## src/design/double_ended_queue_defines.svh

```systemverilog
// assertion macros for the double-ended queue
// used by files that check their own logic; expects clock and reset in scope
`ifndef DOUBLE_ENDED_QUEUE_DEFINES_SVH
`define DOUBLE_ENDED_QUEUE_DEFINES_SVH

// condition holds at every edge out of reset
`define DEQ_ASSERT(label, cond) \
   label: assert property (@(posedge clock) disable iff (reset) (cond)) \
      else $error("double_ended_queue: invariant violated");

// same-cycle implication
`define DEQ_ASSERT_IMPL(label, ante, cons) \
   label: assert property (@(posedge clock) disable iff (reset) (ante) |-> (cons)) \
      else $error("double_ended_queue: implication violated");

// next-cycle implication
`define DEQ_ASSERT_NEXT(label, ante, cons) \
   label: assert property (@(posedge clock) disable iff (reset) (ante) |=> (cons)) \
      else $error("double_ended_queue: sequence violated");

`endif

```

## src/design/deq_pkg.sv

```systemverilog
// shared constants and types for the double-ended queue
// no dependencies
`default_nettype none

package deq_pkg;

   localparam int DEPTH_DEFAULT  = 16;
   localparam int DATA_W_DEFAULT = 32;
   localparam int REQ_W          = 3;
   localparam int STATUS_W       = 2;

   // request codes
   localparam logic [REQ_W-1:0] REQ_PUSH_BACK  = 3'd0;
   localparam logic [REQ_W-1:0] REQ_PUSH_FRONT = 3'd1;
   localparam logic [REQ_W-1:0] REQ_POP_BACK   = 3'd2;
   localparam logic [REQ_W-1:0] REQ_POP_FRONT  = 3'd3;
   localparam logic [REQ_W-1:0] REQ_REVERSE    = 3'd4;

   // status codes
   localparam logic [STATUS_W-1:0] STATUS_OK         = 2'd0;
   localparam logic [STATUS_W-1:0] STATUS_POP_EMPTY  = 2'd1;
   localparam logic [STATUS_W-1:0] STATUS_PUSH_FULL  = 2'd2;

   // memory port controls from the pointer logic
   typedef struct packed {
      logic wr_en;
      logic rd_en;
   } mem_op_type;

endpackage

`default_nettype wire

```

## src/design/deq_if.sv

```systemverilog
// request and response channel interfaces for the double-ended queue
// depends on deq_pkg
`default_nettype none

interface deq_req_if #(
   parameter int DATA_W = deq_pkg::DATA_W_DEFAULT
);
   logic                        valid;
   logic                        ready;
   logic [deq_pkg::REQ_W-1:0]   req_type;
   logic [DATA_W-1:0]           data_in;

   modport source (output valid, output req_type, output data_in, input ready);
   modport sink   (input valid, input req_type, input data_in, output ready);
endinterface

interface deq_rsp_if #(
   parameter int DATA_W = deq_pkg::DATA_W_DEFAULT,
   parameter int CNT_W  = $clog2(deq_pkg::DEPTH_DEFAULT + 1)
);
   logic                         valid;
   logic                         ready;
   logic [DATA_W-1:0]            data_out;
   logic [deq_pkg::STATUS_W-1:0] status;
   logic [CNT_W-1:0]             entry_total;
   logic                         is_empty;

   modport source (output valid, output data_out, output status, output entry_total,
                   output is_empty, input ready);
   modport sink   (input valid, input data_out, input status, input entry_total,
                   input is_empty, output ready);
endinterface

`default_nettype wire

```

## src/design/deq_mem.sv

```systemverilog
// slot store: single-port synchronous memory with registered read data
// depends on deq_pkg
`default_nettype none

module deq_mem #(
   parameter int DEPTH  = deq_pkg::DEPTH_DEFAULT,
   parameter int DATA_W = deq_pkg::DATA_W_DEFAULT,
   localparam int ADDR_W = $clog2(DEPTH)
) (
   input  wire logic                clock,
   input  wire deq_pkg::mem_op_type mem_op,
   input  wire logic [ADDR_W-1:0]   addr,
   input  wire logic [DATA_W-1:0]   wr_data,
   output logic      [DATA_W-1:0]   rd_data
);

   logic [DATA_W-1:0] slot_mem [DEPTH];
   logic [DATA_W-1:0] rd_data_ff;

   always_ff @(posedge clock) begin
      if (mem_op.wr_en) begin
         slot_mem[addr] <= wr_data;
      end
      if (mem_op.rd_en) begin
         rd_data_ff <= slot_mem[addr];
      end
   end

   assign rd_data = rd_data_ff;

endmodule

`default_nettype wire

```

## src/design/deq_ctrl.sv

```systemverilog
// pointer, count and direction logic plus the response register
// depends on deq_pkg, deq_if and double_ended_queue_defines.svh
`default_nettype none

`include "double_ended_queue_defines.svh"

module deq_ctrl #(
   parameter int DEPTH  = deq_pkg::DEPTH_DEFAULT,
   parameter int DATA_W = deq_pkg::DATA_W_DEFAULT,
   localparam int ADDR_W = $clog2(DEPTH),
   localparam int CNT_W  = $clog2(DEPTH + 1)
) (
   input  wire logic                  clock,
   input  wire logic                  reset,
   deq_req_if.sink                    req_ch,
   deq_rsp_if.source                  rsp_ch,
   output deq_pkg::mem_op_type        mem_op,
   output logic      [ADDR_W-1:0]     mem_addr,
   output logic      [DATA_W-1:0]     mem_wr_data,
   input  wire logic [DATA_W-1:0]     mem_rd_data
);

   localparam logic [CNT_W:0]    DEPTH_SUM  = (CNT_W+1)'(DEPTH);
   localparam logic [CNT_W-1:0]  DEPTH_CNT  = CNT_W'(DEPTH);
   localparam logic [ADDR_W-1:0] LAST_SLOT  = ADDR_W'(DEPTH - 1);

   function automatic logic [ADDR_W-1:0] wrap_slot(input logic [CNT_W:0] s);
      if (s >= DEPTH_SUM) begin
         return ADDR_W'(s - DEPTH_SUM);
      end
      return ADDR_W'(s);
   endfunction

   logic [ADDR_W-1:0] head_ff, head_in;
   logic [CNT_W-1:0]  count_ff, count_in;
   logic              rev_ff, rev_in;

   logic                         rsp_valid_ff, rsp_valid_in;
   logic                         rsp_pop_ff, rsp_pop_in;
   logic [deq_pkg::STATUS_W-1:0] rsp_status_ff, rsp_status_in;
   logic [CNT_W-1:0]             rsp_total_ff;
   logic                         rsp_empty_ff;

   logic              accept;
   logic              at_back;
   logic              use_tail;
   logic [CNT_W:0]    fill_sum;
   logic [ADDR_W-1:0] tail_put;
   logic [ADDR_W-1:0] tail_take;
   logic [ADDR_W-1:0] head_dec;
   logic [ADDR_W-1:0] head_inc;

   // a new transaction enters only when the response register frees up
   assign req_ch.ready = !reset && (!rsp_valid_ff || rsp_ch.ready);
   assign accept       = req_ch.valid && req_ch.ready;

   assign fill_sum  = (CNT_W+1)'(head_ff) + (CNT_W+1)'(count_ff);
   assign tail_put  = wrap_slot(fill_sum);
   assign tail_take = wrap_slot(fill_sum - (CNT_W+1)'(1));
   assign head_dec  = (head_ff == '0) ? LAST_SLOT : head_ff - ADDR_W'(1);
   assign head_inc  = (head_ff == LAST_SLOT) ? '0 : head_ff + ADDR_W'(1);

   assign at_back  = (req_ch.req_type == deq_pkg::REQ_PUSH_BACK) ||
                     (req_ch.req_type == deq_pkg::REQ_POP_BACK);
   // reversal swaps which physical end is the logical back
   assign use_tail = at_back ^ rev_ff;

   assign mem_wr_data = req_ch.data_in;

   always_comb begin
      head_in       = head_ff;
      count_in      = count_ff;
      rev_in        = rev_ff;
      mem_op        = '0;
      mem_addr      = head_ff;
      rsp_pop_in    = 1'b0;
      rsp_status_in = deq_pkg::STATUS_OK;
      case (req_ch.req_type)
         deq_pkg::REQ_PUSH_BACK, deq_pkg::REQ_PUSH_FRONT: begin
            if (count_ff >= DEPTH_CNT) begin
               rsp_status_in = deq_pkg::STATUS_PUSH_FULL;
            end else begin
               mem_op.wr_en = accept;
               count_in     = count_ff + CNT_W'(1);
               if (use_tail) begin
                  mem_addr = tail_put;
               end else begin
                  mem_addr = head_dec;
                  head_in  = head_dec;
               end
            end
         end
         deq_pkg::REQ_POP_BACK, deq_pkg::REQ_POP_FRONT: begin
            if (count_ff == '0) begin
               rsp_status_in = deq_pkg::STATUS_POP_EMPTY;
            end else begin
               mem_op.rd_en = accept;
               rsp_pop_in   = 1'b1;
               count_in     = count_ff - CNT_W'(1);
               if (use_tail) begin
                  mem_addr = tail_take;
               end else begin
                  mem_addr = head_ff;
                  head_in  = head_inc;
               end
            end
         end
         deq_pkg::REQ_REVERSE: begin
            rev_in = !rev_ff;
         end
         default: begin
         end
      endcase
   end

   always_comb begin
      rsp_valid_in = rsp_valid_ff;
      if (accept) begin
         rsp_valid_in = 1'b1;
      end else if (rsp_ch.ready) begin
         rsp_valid_in = 1'b0;
      end
   end

   always_ff @(posedge clock) begin
      if (reset) begin
         head_ff      <= '0;
         count_ff     <= '0;
         rev_ff       <= 1'b0;
         rsp_valid_ff <= 1'b0;
      end else begin
         rsp_valid_ff <= rsp_valid_in;
         if (accept) begin
            head_ff  <= head_in;
            count_ff <= count_in;
            rev_ff   <= rev_in;
         end
      end
   end

   always_ff @(posedge clock) begin
      if (accept) begin
         rsp_pop_ff    <= rsp_pop_in;
         rsp_status_ff <= rsp_status_in;
         rsp_total_ff  <= count_in;
         rsp_empty_ff  <= (count_in == '0);
      end
   end

   assign rsp_ch.valid       = rsp_valid_ff;
   assign rsp_ch.data_out    = rsp_pop_ff ? mem_rd_data : '0;
   assign rsp_ch.status      = rsp_status_ff;
   assign rsp_ch.entry_total = rsp_total_ff;
   assign rsp_ch.is_empty    = rsp_empty_ff;

   `DEQ_ASSERT(count_in_range, count_ff <= DEPTH_CNT)
   `DEQ_ASSERT(one_mem_access, !(mem_op.wr_en && mem_op.rd_en))
   `DEQ_ASSERT_NEXT(accept_gives_rsp, accept, rsp_valid_ff)
   `DEQ_ASSERT_NEXT(pop_drops_count, accept && mem_op.rd_en,
                    count_ff == $past(count_ff) - CNT_W'(1))
   `DEQ_ASSERT_IMPL(empty_matches_total, rsp_valid_ff,
                    rsp_empty_ff == (rsp_total_ff == '0))

endmodule

`default_nettype wire

```

## src/design/double_ended_queue.sv

```systemverilog
// Bounded double-ended queue of DATA_W-bit words, DEPTH slots deep.
// Request channel req_ch carries req_type (push back, push front, pop back,
// pop front, reverse) and data_in; a transaction moves on valid and ready
// both high at a rising clock edge. Response channel rsp_ch returns exactly
// one transaction per request: data_out (popped word or zero), status (ok,
// pop on empty, push on full dropped), entry_total and is_empty.
// The response is valid on the cycle after the request is taken,
// since the popped word comes from the single-port slot memory, which has a
// registered read. Throughput: one request per cycle while the receiver takes responses;
// each request makes at most one access to that memory port and updates the pointers in one step.
// Reverse toggles a direction flag and touches no slot.
// If the receiver stalls, the response register holds and req_ch.ready falls
// until the waiting response is taken; it may be taken in the same cycle as
// the next request enters. Reset (synchronous, active high) empties the
// queue, clears the direction flag and drops any pending response; the slot
// memory is not cleared and needs no clearing pass.
// depends on deq_pkg, deq_if, deq_mem and deq_ctrl
`default_nettype none

module double_ended_queue #(
   parameter int DEPTH  = deq_pkg::DEPTH_DEFAULT,
   parameter int DATA_W = deq_pkg::DATA_W_DEFAULT
) (
   input  wire logic clock,
   input  wire logic reset,
   deq_req_if.sink   req_ch,
   deq_rsp_if.source rsp_ch
);

   localparam int ADDR_W = $clog2(DEPTH);

   deq_pkg::mem_op_type mem_op;
   logic [ADDR_W-1:0]   mem_addr;
   logic [DATA_W-1:0]   mem_wr_data;
   logic [DATA_W-1:0]   mem_rd_data;

   deq_ctrl #(
      .DEPTH  (DEPTH),
      .DATA_W (DATA_W)
   ) u_ctrl (
      .clock       (clock),
      .reset       (reset),
      .req_ch      (req_ch),
      .rsp_ch      (rsp_ch),
      .mem_op      (mem_op),
      .mem_addr    (mem_addr),
      .mem_wr_data (mem_wr_data),
      .mem_rd_data (mem_rd_data)
   );

   deq_mem #(
      .DEPTH  (DEPTH),
      .DATA_W (DATA_W)
   ) u_mem (
      .clock   (clock),
      .mem_op  (mem_op),
      .addr    (mem_addr),
      .wr_data (mem_wr_data),
      .rd_data (mem_rd_data)
   );

endmodule

`default_nettype wire

```

## src/flat_wrapper.sv

```systemverilog
// flat-port wrapper written by rule: the top's interface ports become plain ports
module double_ended_queue_flat 
#(
   parameter int DEPTH  = deq_pkg::DEPTH_DEFAULT,
   parameter int DATA_W = deq_pkg::DATA_W_DEFAULT
)
  (clock, reset, req_ch_valid, req_ch_req_type, req_ch_data_in, req_ch_ready, rsp_ch_valid, rsp_ch_data_out, rsp_ch_status, rsp_ch_entry_total, rsp_ch_is_empty, rsp_ch_ready);
  deq_req_if #(.DATA_W(DATA_W)) req_ch_i ();
  deq_rsp_if #(.DATA_W(DATA_W), .CNT_W(($clog2(DEPTH + 1)))) rsp_ch_i ();
  input  wire logic clock;
  input  wire logic reset;
  input wire logic [$bits(req_ch_i.valid)-1:0] req_ch_valid;
  input wire logic [$bits(req_ch_i.req_type)-1:0] req_ch_req_type;
  input wire logic [$bits(req_ch_i.data_in)-1:0] req_ch_data_in;
  output wire logic [$bits(req_ch_i.ready)-1:0] req_ch_ready;
  output wire logic [$bits(rsp_ch_i.valid)-1:0] rsp_ch_valid;
  output wire logic [$bits(rsp_ch_i.data_out)-1:0] rsp_ch_data_out;
  output wire logic [$bits(rsp_ch_i.status)-1:0] rsp_ch_status;
  output wire logic [$bits(rsp_ch_i.entry_total)-1:0] rsp_ch_entry_total;
  output wire logic [$bits(rsp_ch_i.is_empty)-1:0] rsp_ch_is_empty;
  input wire logic [$bits(rsp_ch_i.ready)-1:0] rsp_ch_ready;
  assign req_ch_i.valid = req_ch_valid;
  assign req_ch_i.req_type = req_ch_req_type;
  assign req_ch_i.data_in = req_ch_data_in;
  assign req_ch_ready = req_ch_i.ready;
  assign rsp_ch_valid = rsp_ch_i.valid;
  assign rsp_ch_data_out = rsp_ch_i.data_out;
  assign rsp_ch_status = rsp_ch_i.status;
  assign rsp_ch_entry_total = rsp_ch_i.entry_total;
  assign rsp_ch_is_empty = rsp_ch_i.is_empty;
  assign rsp_ch_i.ready = rsp_ch_ready;
  double_ended_queue #(.DEPTH(DEPTH), .DATA_W(DATA_W)) u_core (.clock(clock), .reset(reset), .req_ch(req_ch_i), .rsp_ch(rsp_ch_i));
endmodule
```

## config.mk

```make
export PLATFORM = sky130hd
export DESIGN_NAME = double_ended_queue_flat
export DESIGN_NICKNAME = d
export VERILOG_FILES = /design/src/design/deq_pkg.sv /design/src/design/deq_if.sv /design/src/design/deq_mem.sv /design/src/design/deq_ctrl.sv /design/src/design/double_ended_queue.sv /design/src/flat_wrapper.sv
export VERILOG_INCLUDE_DIRS = /design/src /design/src/design
export SDC_FILE = /design/constraint.sdc
export NUM_CORES = 1
export LEC_CHECK = 0
export BUFFER_PORTS_ARGS = -buffer_cell sky130_fd_sc_hd__clkbuf_2
export CAP_MARGIN = 30
export CORE_ASPECT_RATIO = 0.6
export CORE_MARGIN = 5
export CORE_UTILIZATION = 52
export CTS_CLUSTER_SIZE = 24
export DETAILED_ROUTE_END_ITERATION = 8
export PLACE_DENSITY = 0.69
export SLEW_MARGIN = 40
export SYNTH_ARGS = -nofsm -noshare
export SYNTH_HDL_FRONTEND = slang
export SYNTH_SLANG_ARGS = --single-unit
export TNS_END_PERCENT = 1
```

## constraint.sdc

```tcl
create_clock -name clock -period 9.19 [get_ports clock]
set_input_delay 2.2975 -clock clock [delete_from_list [all_inputs] [get_ports clock]]
set_output_delay 2.2975 -clock clock [all_outputs]
set_load 0.01 [all_outputs]
```

==> results of run 1 <==
## worst min-delay path: cells and delay by family (launching register included)
family / cells / cell delay, ns
DFF: 1 / 0.35
xor gates and xnor gates: 1 / 0.08
and+or+nand+nor: 1 / 0.07
## cell families after synthesis
| kind of cell | count (synthesis) | synth area share, % |
|---|---|---|
| flip-flops | 564 | 76.92 |
| adder cells (fa/ha/maj) | 10 | 0.6064 |
| AND/OR/NAND/NOR | 120 | 2.849 |
| XOR/XNOR | 9 | 0.4862 |
| AO/OA/AOI/OAI | 113 | 4.181 |
| buffers and inverters | 72 | 1.584 |
| multiplexers | 132 | 13.37 |
## per-stage QoR
stage,instance area [sq um],power [mW]
CTS,24680,5.375
floorplan,21870,3.220
global route,24700,5.531
global placement,23090,3.354
detailed placement,23110,3.364
finish,24700,5.332
## worst max-delay path by stage
stage                                   endpoint  slack (ns)               start  cells past startpoint
floorplan           u_core.u_mem.slot_mem[10][0]        3.29  req_ch_req_type[2]                      9
global placement    u_core.u_mem.slot_mem[4][17]        2.88  req_ch_req_type[1]                     10
detailed placement  u_core.u_mem.slot_mem[0][13]        2.73  req_ch_req_type[1]                     10
CTS                  u_core.u_mem.slot_mem[0][4]        3.34  req_ch_req_type[1]                     10
global route        u_core.u_mem.slot_mem[1][13]        3.19  req_ch_req_type[1]                     11
finish              u_core.u_mem.slot_mem[1][11]        3.47  req_ch_req_type[2]                     10
## flip-flops by register name, summed over array words and instances (netlist names)
name and count:
u_core.u_ctrl.count_ff 5, u_core.u_ctrl.head_ff 4, u_core.u_ctrl.rev_ff 1, u_core.u_ctrl.rsp_ch.entry_total 5
u_core.u_ctrl.rsp_ch.is_empty 1, u_core.u_ctrl.rsp_ch.status 2, u_core.u_ctrl.rsp_ch.valid 1, u_core.u_ctrl.rsp_pop_ff 1
u_core.u_mem.rd_data 32, u_core.u_mem.slot_mem 512
## routing by layer
| layer | share of wire (%) | global-route usage, % | wire length (microns) |
|---|---|---|---|
| met1 | 45 | 32.92 | 21160 |
| met2 | 46 | 30.99 | 21390 |
| met3 | 7.7 | 3.471 | 3579 |
| met4 | 1.3 | 3.096 | 611 |
| met5 | 0.058 | 0 | 27 |
## power by group
| part | internal, mW | total, mW | switching (mW) |
|---|---|---|---|
| Combinational | 0.201 | 0.451 | 0.250 |
| Clock | 1.13 | 2.02 | 0.893 |
| Sequential | 2.85 | 2.86 | 0.0109 |
| Total | 4.18 | 5.33 | 1.15 |
## Yosys cell counts, types with 9 or more instances
| cell | count | area share (%) |
|---|---|---|
| nand3_1 | 13 | 0.30 |
| mux4_2 | 128 | 13 |
| nor2_1 | 35 | 0.60 |
| o21ai_0 | 12 | 0.27 |
| and2_1 | 34 | 0.97 |
| a221o_1 | 32 | 1.5 |
| a21oi_1 | 15 | 0.34 |
| nand2_1 | 17 | 0.29 |
| buf_2 | 22 | 0.50 |
| a22o_1 | 32 | 1.3 |
| clkbuf_1 | 25 | 0.43 |
| ha_1 | 9 | 0.51 |
| inv_1 | 14 | 0.24 |
| edfxtp_1 | 553 | 76 |
| dfxtp_1 | 11 | 1.0 |
## cell type report
class | count | area share [%]
clock inverters | 30 | 1.028
inverters | 15 | 0.2280
well taps | 570 | 2.888
flip-flops and latches | 564 | 68.13
repair buffers | 107 | 2.624
multi-input cells | 384 | 19.78
clock buffers | 61 | 5.319
==> flow_metrics.py, run 1 <==
metrics = {
    "timing": {
        "period_minus_slack_ns": 5.717,
        "fin_setup_tns_ns": 0,
        "worst_slew_margin_rel_pct": 44.92,
        "final-setup-viol-count": 0,
        "slew_violations": 0,
        "achievable-frequency_ghz": 0.1749,
        "hold_violations": 0,
        "timing.final.crit_share_pct": 62.21,
        "worstMarginPinSlew_ns": 0.8243,
        "clock-skew-final_ns": 0.01523,
        "rsz0062_at_grt": "false",
        "fin_ws_ns": 3.473,
        "whs_ns": 0.5418,
    },
    "clock_network": {
        "path_clk_slew_ns": 0.07,
        "post_cts_resize_count": 0,
        "cts_setup_buffers": 0,
        "cts_root_buffer": "clkbuf_16",
        "insertion_delay_ns": 0.57,
        "number_of_hold_buffers_added_after_cts": 0,
        "htree_levels": 2,
        "tritoncts_num_sinks": 564,
        "cts_tree": "built",
        "cts_max_path_buffers": 3,
        "cts-buffers-inserted": 50,
    },
    "placement": {
        "dpl.cell_count": 1639,
        "gp_routability_congestion": 0.8332,
        "dp_hpwl_mm": 25.72,
        "place_worst_setup_slack_ns": 2.731,
        "port_buffers": 80,
    },
    "worst_setup_path": {
        "crit_path_start_kind": "input port",
        "critPathRequiredTime_ns": 9.43,
        "cells_on_worst_reg2reg_path": 13,
        "timing.rr.end": "u_core.u_mem.slot_mem[1][11]",
        "timing.critical_path.fanout_max": 33,
        "crit_path_end_kind": "flop",
        "crit_path_top_delay_cell": "nor2_4",
        "critical_path.cell_chain": "clkbuf_2 -> nor3_1 -> nand4b_1 -> a21oi_1 -> a211oi_2 -> a21oi_4 -> buf_4 -> inv_1 -> nor2_4 -> buf_4",
        "slowest_delay_ns": 0.73,
        "crit_buf_inv": 4,
        "critical_path_arrival_ns": 5.95,
        "cp_class": "input port to flop",
        "crit_top_cell": "buf_4",
        "r2r-start": "u_core.u_ctrl.head_ff[0]",
        "r2r_slack_ns": 4.37,
        "cp_top_family": "simple AND/OR/NAND/NOR gates",
    },
    "grt": {
        "grt_pass1_vias": 10600,
        "track_usage_pct": 20.55,
        "grt_start_max_net_pins": 60,
        "initial_antenna_violation_count": 2,
        "wire_length_of_the_first_global_routing_pass_mm": 70.70,
        "grt_remaining_overflow": 0,
    },
    "synth": {
        "combined_area_of_all_synthesized_cells_sq_um": 21870,
        "yosysUniqueCellTypes": 54,
        "synth.yosys.seq_area_share_pct": 76.92,
        "syn-instance-count": 1020,
        "syn_nets": 1069,
        "dominantRegCellSynth": "edfxtp_1",
        "asyncSetResetFlopFracSynth_pct": 0,
        "postSynthRegisterBits": 564,
        "synth_enable_flop_cells": 553,
        "synthesis.yosys.warnings": 0,
        "synth_area_per_cell_sq_um": 21.44,
    },
    "final_layout": {
        "drive_above_1_share_pct": 28.94,
        "final_cells": 1731,
        "commonest_non_fill_non_tap_cell_in_the_layout": "edfxtp_1",
        "nets": 1171,
        "fill_cells": 2939,
        "num_antenna_cells": 0,
        "multi_input_area_sq_um": 4886,
        "sequential_cell_area_sq_um": 16830,
        "area_growth_syn_to_layout_pct": 12.91,
        "fin_util_pct": 59.19,
        "most-common-layout-cells": "edfxtp_1, mux4_2, clkbuf_2",
    },
    "drt": {
        "dr_total_vias": 10540,
        "route.detailed.vias_per_inst": 6.091,
        "first_iter_violations": 1114,
        "detail_route.drc_violations": 0,
        "post_drt_wl_per_cell_microns": 27.02,
        "drt_pre_antenna_iters": 5,
        "totalWireLength_mm": 46.77,
        "drtAntennaViolNets": 0,
    },
    "floorplanning": {
        "io-pin-count": 81,
        "die_height_microns": 168.9,
        "core.rowCount": 58,
        "start_util_pct": 52.42,
        "core_sq_um": 41730,
        "die_area_sq_um": 46400,
        "fp.dieW_microns": 274.8,
    },
    "min_path": {
        "min-delay-start": "u_core.u_ctrl.rev_ff",
        "min_path_cells": 2,
        "min_delay_worst_endpoint": "u_core.u_ctrl.rev_ff",
        "min-delay-path-class": "flop to flop",
    },
    "pwr": {
        "leakage_nw": 7.964,
        "power.ir.vdd_worst_mv": 0.1581,
        "power_density_nw_per_um2": 215.9,
    },
    "outcome": {
        "run_status": "finished clean",
    },
    "flow_run": {
        "number_of_violations_of_the_max_capacitance_limit": 0,
    },
}
No activity file was read; power rests on OpenSTA's default activity.
==> run 2, diff against run 1 <==
--- a/config.mk
+++ b/config.mk
@@ -13,7 +13,7 @@
 export CORE_UTILIZATION = 52
 export CTS_CLUSTER_SIZE = 24
 export DETAILED_ROUTE_END_ITERATION = 8
-export PLACE_DENSITY = 0.69
+export PLACE_DENSITY = 0.71
 export SLEW_MARGIN = 40
 export SYNTH_ARGS = -nofsm -noshare
 export SYNTH_HDL_FRONTEND = slang
==> constraint.sdc (replaced) <==
create_clock -name clock -period 5.25 [get_ports clock]
set_input_delay 1.3125 -clock clock [delete_from_list [all_inputs] [get_ports clock]]
set_output_delay 1.3125 -clock clock [all_outputs]
set_load 0.01 [all_outputs]
==> run 2 against run 1 <==
Against the previous run: sequential share of layout area fell by 0.80 points; first-iteration DRC count rose by 18%; total power rose by 75%; utilization rose by 0.70 points; final cell count rose by 1.1%; non-clock buffer count rose by 22; final area rose by 1.2%; die area did not move; flip-flop and latch count did not move; clock power rose by 75%; clock-buffer cell count did not move; critical endpoint is now u_core.u_mem.rd_data[20]; largest cell class unchanged; largest power group unchanged.
==> flow_metrics.py, run 2 (same netlist as run 1, synthesis figures left out) <==
metrics = {
    "outcome": {
        "run_status": "finished clean",
    },
    "pwr": {
        "power.ir.vdd_worst_mv": 0.3078,
        "power_frac_clock_pct": 37.9,
        "power.net_switching_mw": 1.999,
        "swShare_pct": 21.41,
        "power_density_nw_per_um2": 373.7,
        "post-layout-total-power_mw": 9.339,
        "power.share.combinational_pct": 8.6,
        "leakage_nw": 8.092,
        "p_int_mw": 7.340,
        "p_seq_share_pct": 53.5,
    },
    "drt": {
        "post_drt_wl_per_cell_microns": 27.34,
        "totalWireLength_mm": 47.84,
        "detail_route.drc_violations": 0,
        "dr_total_vias": 10820,
        "drt_pre_antenna_iters": 6,
        "first_iter_violations": 1309,
        "route.detailed.vias_per_inst": 6.181,
        "drtAntennaViolNets": 0,
    },
    "flow_run": {
        "number_of_violations_of_the_max_capacitance_limit": 0,
    },
    "final_layout": {
        "most_flops_register": "u_core.u_mem.slot_mem",
        "nets": 1191,
        "most-common-layout-cells": "edfxtp_1, mux4_2, clkbuf_2",
        "commonest_non_fill_non_tap_cell_in_the_layout": "edfxtp_1",
        "drive_above_1_share_pct": 29.69,
        "largest_register_ffs": 512,
        "fill_cells": 2905,
        "area_growth_syn_to_layout_pct": 14.25,
    },
    "clock_network": {
        "cts_setup_buffers": 0,
        "cts-buffers-inserted": 48,
        "cts_max_path_buffers": 3,
        "post_cts_resize_count": 0,
        "htree_levels": 2,
        "number_of_hold_buffers_added_after_cts": 0,
        "path_clk_slew_ns": 0.06,
        "tritoncts_num_sinks": 564,
        "cts_tree": "built",
        "cts_root_buffer": "clkbuf_16",
        "insertion_delay_ns": 0.57,
    },
    "worst_setup_path": {
        "critical_path_arrival_ns": 4.54,
        "timing.rr.end": "u_core.u_mem.rd_data[20]",
        "slowest_delay_ns": 0.79,
        "critical_path.cell_chain": "clkbuf_2 -> or3_1 -> a21o_1 -> a21boi_0 -> o221a_4 -> buf_12 -> mux4_2 -> a22o_1 -> a221o_1",
        "crit_buf_inv": 2,
        "cells_on_worst_reg2reg_path": 11,
        "timing.critical_path.fanout_max": 44,
        "crit_path_end_kind": "flop",
        "cp_top_family": "compound AO/OA/AOI/OAI gates",
        "crit_path_top_delay_cell": "o221a_4",
        "cp_class": "input port to flop",
        "crit_path_start_kind": "input port",
        "r2r_slack_ns": 1.08,
        "r2r-start": "u_core.u_ctrl.count_ff[1]",
        "critPathRequiredTime_ns": 5.55,
    },
    "timing": {
        "final-setup-viol-count": 0,
        "fin_setup_tns_ns": 0,
        "hold_violations": 0,
        "achievable-frequency_ghz": 0.2354,
        "rsz0062_at_grt": "false",
        "period_minus_slack_ns": 4.248,
        "clock-skew-final_ns": 0.01950,
        "fin_ws_ns": 1.002,
        "timing.final.crit_share_pct": 80.92,
        "worst_slew_margin_rel_pct": 44.15,
        "slew_violations": 0,
        "worstMarginPinSlew_ns": 0.8377,
    },
    "grt": {
        "wire_length_of_the_first_global_routing_pass_mm": 71.53,
        "grt_pass1_vias": 10870,
        "track_usage_pct": 20.86,
        "grt_start_max_net_pins": 45,
        "initial_antenna_violation_count": 0,
        "grt_remaining_overflow": 0,
    },
    "placement": {
        "dp_hpwl_mm": 27.12,
        "gp_routability_congestion": 0.8330,
        "place_worst_setup_slack_ns": 0.4636,
        "port_buffers": 80,
    },
    "floorplanning": {
        "die_height_microns": 168.9,
        "fp.dieW_microns": 274.8,
        "start_util_pct": 52.42,
        "die_area_sq_um": 46400,
        "core.rowCount": 58,
        "io-pin-count": 81,
        "core_sq_um": 41730,
    },
    "min_path": {
        "min_path_cells": 2,
        "min-delay-path-class": "flop to flop",
        "min-delay-start": "u_core.u_ctrl.rev_ff",
        "min_delay_worst_endpoint": "u_core.u_ctrl.rev_ff",
    },
}
run 2: cell types whose count changed in the layout (fill, tap and decap cells not counted), sizes merged:
cell,delta
inv,+1
buf,+22
clkinv,-7
diode,+1
bufinv,+2
run 2: worst register-to-register path, cell delays in order, from the launching register on:
cell     delay, ns
dfxtp_1       0.39
inv_1         0.13
ha_1          0.17
or4b_1        0.56
nand2_1       0.29
inv_2         0.09
a22oi_1       0.27
o221a_4       0.80
buf_12        0.33
mux4_2        0.37
a22o_1        0.24
a221o_1       0.27
run 2: how the worst max path moves through the flow:
stage	start	to	slack (ns)	cells past startpoint
after floorplan	req_ch_req_type[2]	u_core.u_mem.slot_mem[10][0]	0.34	9
after global placement	req_ch_req_type[2]	u_core.u_mem.rd_data[11]	0.55	9
after detailed placement	req_ch_req_type[2]	u_core.u_mem.rd_data[11]	0.46	9
after CTS	req_ch_req_type[2]	u_core.u_mem.rd_data[20]	1.05	9
after global routing	req_ch_req_type[2]	u_core.u_mem.rd_data[27]	0.90	9
final	req_ch_req_type[2]	u_core.u_mem.rd_data[20]	1.00	9
run 2: cell type report:
cell class                 count  area [sq um]  share of cell area [%]
sequential                   564         16830                   67.33
multi-input combinational    384          4881                   19.53
clock buffer                  61          1250                   5.002
clock inverter                26         294.0                   1.177
timing repair buffer         129         968.4                   3.875
inverter                      15         56.30                  0.2253
antenna                        1         2.502                 0.01001
tap                          570         713.2                   2.854
run 2: per-layer routing:
metal / GRT usage (%) / vias up / wire (microns)
met4: 3.402 / 0 / 686
met2: 30.80 / 501 / 21440
met1: 33.68 / 5728 / 21670
met5: 0 / - / 0
met3: 3.910 / 60 / 4037
li1: - / 4528 / -
run 2: per-stage QoR:
stage / utilization [%] / hold slack, ns / instances / cell area (sq um)
5_1_grt: 59.89 / 0.5758 / 1749 / 24990
3_3_place_gp: 56.18 / 0.5288 / 1662 / 23440
2_1_floorplan: - / 0.4960 / 1020 / 21870
6_report: 59.89 / 0.5493 / 1750 / 24990
4_1_cts: 59.89 / 0.5474 / 1749 / 24990
3_5_place_dp: 56.19 / 0.5336 / 1662 / 23450
run 2: power groups by stage:
stage | clock network, mW | registers [mW] | logic (mW)
floorplan | 0 | 5.09 | 0.544
global placement | 0 | 5.10 | 0.788
detailed placement | 0 | 5.10 | 0.804
CTS | 3.60 | 5.00 | 0.807
global route | 3.83 | 5.00 | 0.864
finish | 3.54 | 5.00 | 0.800
